### src/rtl/gfc_ram.sv
// Generic single-write, single-read RAM with registered read data.
module gfc_ram #(
  parameter int unsigned Width = 8,
  parameter int unsigned Depth = 16
) (
  input  logic                     clk_i,
  input  logic                     we_i,
  input  logic [$clog2(Depth)-1:0] waddr_i,
  input  logic [Width-1:0]         wdata_i,
  input  logic                     re_i,
  input  logic [$clog2(Depth)-1:0] raddr_i,
  output logic [Width-1:0]         rdata_o
);

  logic [Width-1:0] mem_q [Depth];
  logic [Width-1:0] rdata_q;

  // Write port
  always_ff @(posedge clk_i) begin
    if (we_i) begin
      mem_q[waddr_i] <= wdata_i;
    end
  end

  // Read port, old data on a same-cycle write
  always_ff @(posedge clk_i) begin
    if (re_i) begin
      rdata_q <= mem_q[raddr_i];
    end
  end

  assign rdata_o = rdata_q;

endmodule

### config.mk
export PLATFORM = sky130hd
export DESIGN_NAME = gfc_ram
export DESIGN_NICKNAME = d
export VERILOG_FILES = /design/src/rtl/gfc_ram.sv
export SDC_FILE = /design/constraint.sdc
export NUM_CORES = 1
export LEC_CHECK = 0
export BUFFER_PORTS_ARGS = -buffer_cell sky130_fd_sc_hd__buf_2
export CELL_PAD_IN_SITES_DETAIL_PLACEMENT = 1
export CELL_PAD_IN_SITES_GLOBAL_PLACEMENT = 2
export CORE_MARGIN = 5
export CORE_UTILIZATION = 50
export CTS_BUF_LIST = sky130_fd_sc_hd__clkbuf_2
export DETAILED_ROUTE_END_ITERATION = 10
export HOLD_SLACK_MARGIN = 0.12
export PLACE_DENSITY = 0.91
export SYNTH_ARGS = -nofsm -noshare
export SYNTH_HDL_FRONTEND = slang
export SYNTH_SLANG_ARGS = --single-unit
### constraint.sdc
create_clock -name clk_i -period 2.65 [get_ports clk_i]
set_input_delay 0.53 -clock clk_i [delete_from_list [all_inputs] [get_ports clk_i]]
set_output_delay 0.53 -clock clk_i [all_outputs]
set_load 0.01 [all_outputs]
# Yosys cells after proc, flatten, opt, wreduce, memory -nomap -nowiden
# Memory sizes are Yosys's and may differ from the RTL's. A register that Yosys moved wholly into a read port is not among the register bits.
# Index checks and enable logic that the tools add are counted.
# totals
register_bits	0
ramBits	128
n_memories	1
in_bits	19
# classes
muxes	2
# memory_table
memory	words	word_bits	rd	rd_clocked_by_memory_dff	write_ports	line_no	source
mem_q	16	8	1	1	1	15	logic [Width-1:0] mem_q [Depth];
# ops
op	count
1-bit 2-to-1 mux	2

# Longest topological paths before layout
# logic_depth
ltp_word	2
mapped_depth	5
depth_no_buf	3

# Worst setup path before layout
# No wires, ideal clock.
# synth_path
path_type	in2reg
start	input waddr_i[2]
end	memory mem_q[0][0] (enable)
slack_ns	0.627
n_path_buf	0
arrival_ns	1.640
cell_stages	2
path_cell_list	or3b_2 nor3_1
# synth_lines
item	line_no	source
start, declared	8	input logic [$clog2(Depth)-1:0] waddr_i,
end, declared	15	
# No word-level cell before the write port.

# Final worst setup path
# layout_path
start	register rdata_q[4], in the netlist rdata_o[4] (read register of mem_q)
end	output rdata_o[4]
# layout_lines
item	line_no	source
start, declared	16	logic [Width-1:0] rdata_q;
end, declared	12	output logic [Width-1:0] rdata_o
# No word-level cell between the ends.

==> out/metrics.cfg <==
[status]
outcome = complete, no violations

[pwr]
cellInternalPower_mw = 2.948
netSwitchingFraction = 0.2237
max-vdd-ir-drop_mv = 0.2472
switchingPower_mw = 0.8493
p_comb_frac = 0.060
leakage_nw = 1.963
sequentialPowerShare = 0.641
power_density_nw_per_um2 = 651.8
pwr-share-clk = 0.299

[global_routing]
grt_pass1_wl_um = 16970
grt_use_total = 0.1897
grt_pass1_vias = 2715
grt_overflow_total = 0
grt_max_degree = 33
antenna_found_initial = 1

[synthesis]
synth_ff_type = edfxtp_1
syn_avg_cell_area_um2 = 22.83
syn-num-nets = 248
synth_top_cell_by_area = edfxtp_1
synthArstFlopShare = 0
synth_cell_types = 18
yosys_warnings = 0
netlist_instances = 229
ys_ff_latch = 136
synth.most_common_cell = edfxtp_1
yosys-top-cells-area = edfxtp_1 (78%), mux4_2 (7.8%), mux4_1 (7.0%), a22oi_1 (2.3%), nor2_1 (0.93%)
syn_area_um2 = 5228
synth_top_area_share = 0.7812
yosysSeqAreaShare = 0.7812
synth_edf_count = 136
synth_commonest_cells = edfxtp_1 (136), mux4_2 (18), a22oi_1 (16), mux4_1 (14), nor2_1 (13)

[hold_path]
hp-class = input pin to flip-flop

[worst_setup_path]
slowest_stage = edfxtp_1
crit_chain = buf_2
setup.worst_path.class = flip-flop to output port
crit_required_ns = 2.12
critPathArrivalTime_ns = 1.27
cp_num_buf_inv = 1
cp_max_fo = 1
crit_family = flip-flops
critPathCaptureType = output port
max_stage_delay_ns = 0.43
cp-start-kind = flip-flop

[clocking]
root_buffer = clkbuf_2
clock_sinks = 136
cts_buffer_depth = 2
cts.htree.levels = 4
numCtsBuffers = 17
clock_latency_ns = 0.70
cts_resized = 0
cts_tree = built
path_clk_slew_ns = 0.19

[die]
dieArea_um2 = 12600
fp.dieH_um = 112.3
die_x_um = 112.3
start_util = 0.5086
core_um2 = 10280
rows = 37
io_pins = 27

[routing]
wirelength_um = 11040
vias = 2559
antenna_left = 0
vias_per_cell = 5.910
drt_pass1_iterations = 6
drtIter0Drc = 245
drc = 0
wl_per_cell_um = 25.49

[finish]
syn_to_final_growth_pct = 11.44
drive_gt1_frac = 0.3176
final_util = 0.5668
nets = 302

[place]
place.gp.congestion = 0.7388
io_buffers = 26
post-dp-hpwl_um = 7318

[run]
drv_cap = 0

[timing]
fin_skew_ns = 0.01818
fmax_mhz = 554.3
tightest_slew_ns = 0.8147
setup_tns_ns = 0
rsz0062_at_grt = false
period_share = 0.6808
max_slew_margin = 0.4549
setup_violations = 0
layout_min_cycle_time_ns = 1.804
slew_violations = 0
finalHoldViolations = 0

## per-stage QoR
stage	power (mW)	std cells	cell area, µm²	hold slack (ns)	worst slack, ns
2_1_floorplan	2.605	229	5228	0.6289	0.6271
3_3_place_gp	2.696	399	5602	0.7248	0.5282
3_5_place_dp	2.715	399	5602	0.7493	0.4306
4_1_cts	3.822	431	5813	0.1501	0.7890
5_1_grt	3.966	433	5826	0.1186	0.7347
6_report	3.797	433	5826	0.1840	0.8458
## power by group through the flow
stage	registers, mW	logic (mW)	clock network [mW]
global placement	2.48	0.218	0
floorplan	2.48	0.122	0
CTS	2.43	0.232	1.16
global route	2.44	0.247	1.28
detailed placement	2.48	0.232	0
finish	2.43	0.228	1.14
## registers in the layout, indices dropped and copies added (netlist names)
name	cells
mem_q	128
rdata_o	8
## metal layers
layer	vias to the layer above	track usage	routed length (µm)	part of all wire
met3	23	0.04313	584	0.053
li1	1091	-	-	-
met1	1344	0.2507	4609	0.42
met5	-	0	0	0
met2	101	0.3043	5590	0.51
met4	0	0.08413	254	0.023
## area by class of cell
class	instances	area [µm²]
Timing Repair Buffer	45	300.3
Fill cell	946	4452
Clock inverter	11	106.4
Multi-Input combinational cell	83	1057
Tap cell	136	170.2
Sequential cell	136	4084
Antenna cell	1	2.502
Clock buffer	21	105.1
## cells by family (layout without fill, tap and decap cells)
kind of cell | count (synthesis) | count (layout) | share of synthesized area
mux | 32 | 32 | 0.1479
other cells | 0 | 1 | 0
buf+inv | 10 | 77 | 0.01651
compound gates | 16 | 16 | 0.02298
flops | 136 | 136 | 0.7812
simple gates | 35 | 35 | 0.03136
## layout by cell type (no fill, tap or decap)
master           n
edfxtp_1       136
buf_2           26
clkbuf_2        21
mux4_2          18
a22oi_1         16
buf_4           16
mux4_1          14
nor2_1          13
nand2_1          9
clkinv_2         7
nor3_1           4
nand3b_1         2
nand2b_1         2
bufinv_16        2
buf_12           2
diode_2          1
nor2b_1          1
and2_1           1
and2b_1          1
nand3_1          1
or3b_2           1
clkinv_1         1
clkinvlp_4       1
dlygate4sd3_1    1
## path summary, 6_finish.rpt
kind / endpoint / cells after the start / slack (ns) / startpoint
max reg2reg: rdata_o[0]$_DFFE_PP_ / 3 / 1.05 / mem_q[1][0]$_DFFE_PP_
min reg2reg: rdata_o[5]$_DFFE_PP_ / 3 / 0.78 / mem_q[14][5]$_DFFE_PP_
min: mem_q[10][0]$_DFFE_PP_ / 1 / 0.18 / wdata_i[0]
max: rdata_o[4] / 1 / 0.85 / rdata_o[4]$_DFFE_PP_
## repair_timing
action	CTS	global route
buffers inserted	0	0
hold endpoints to repair	0	3
hold buffers	0	1
(Power assumes the default switching activity.)
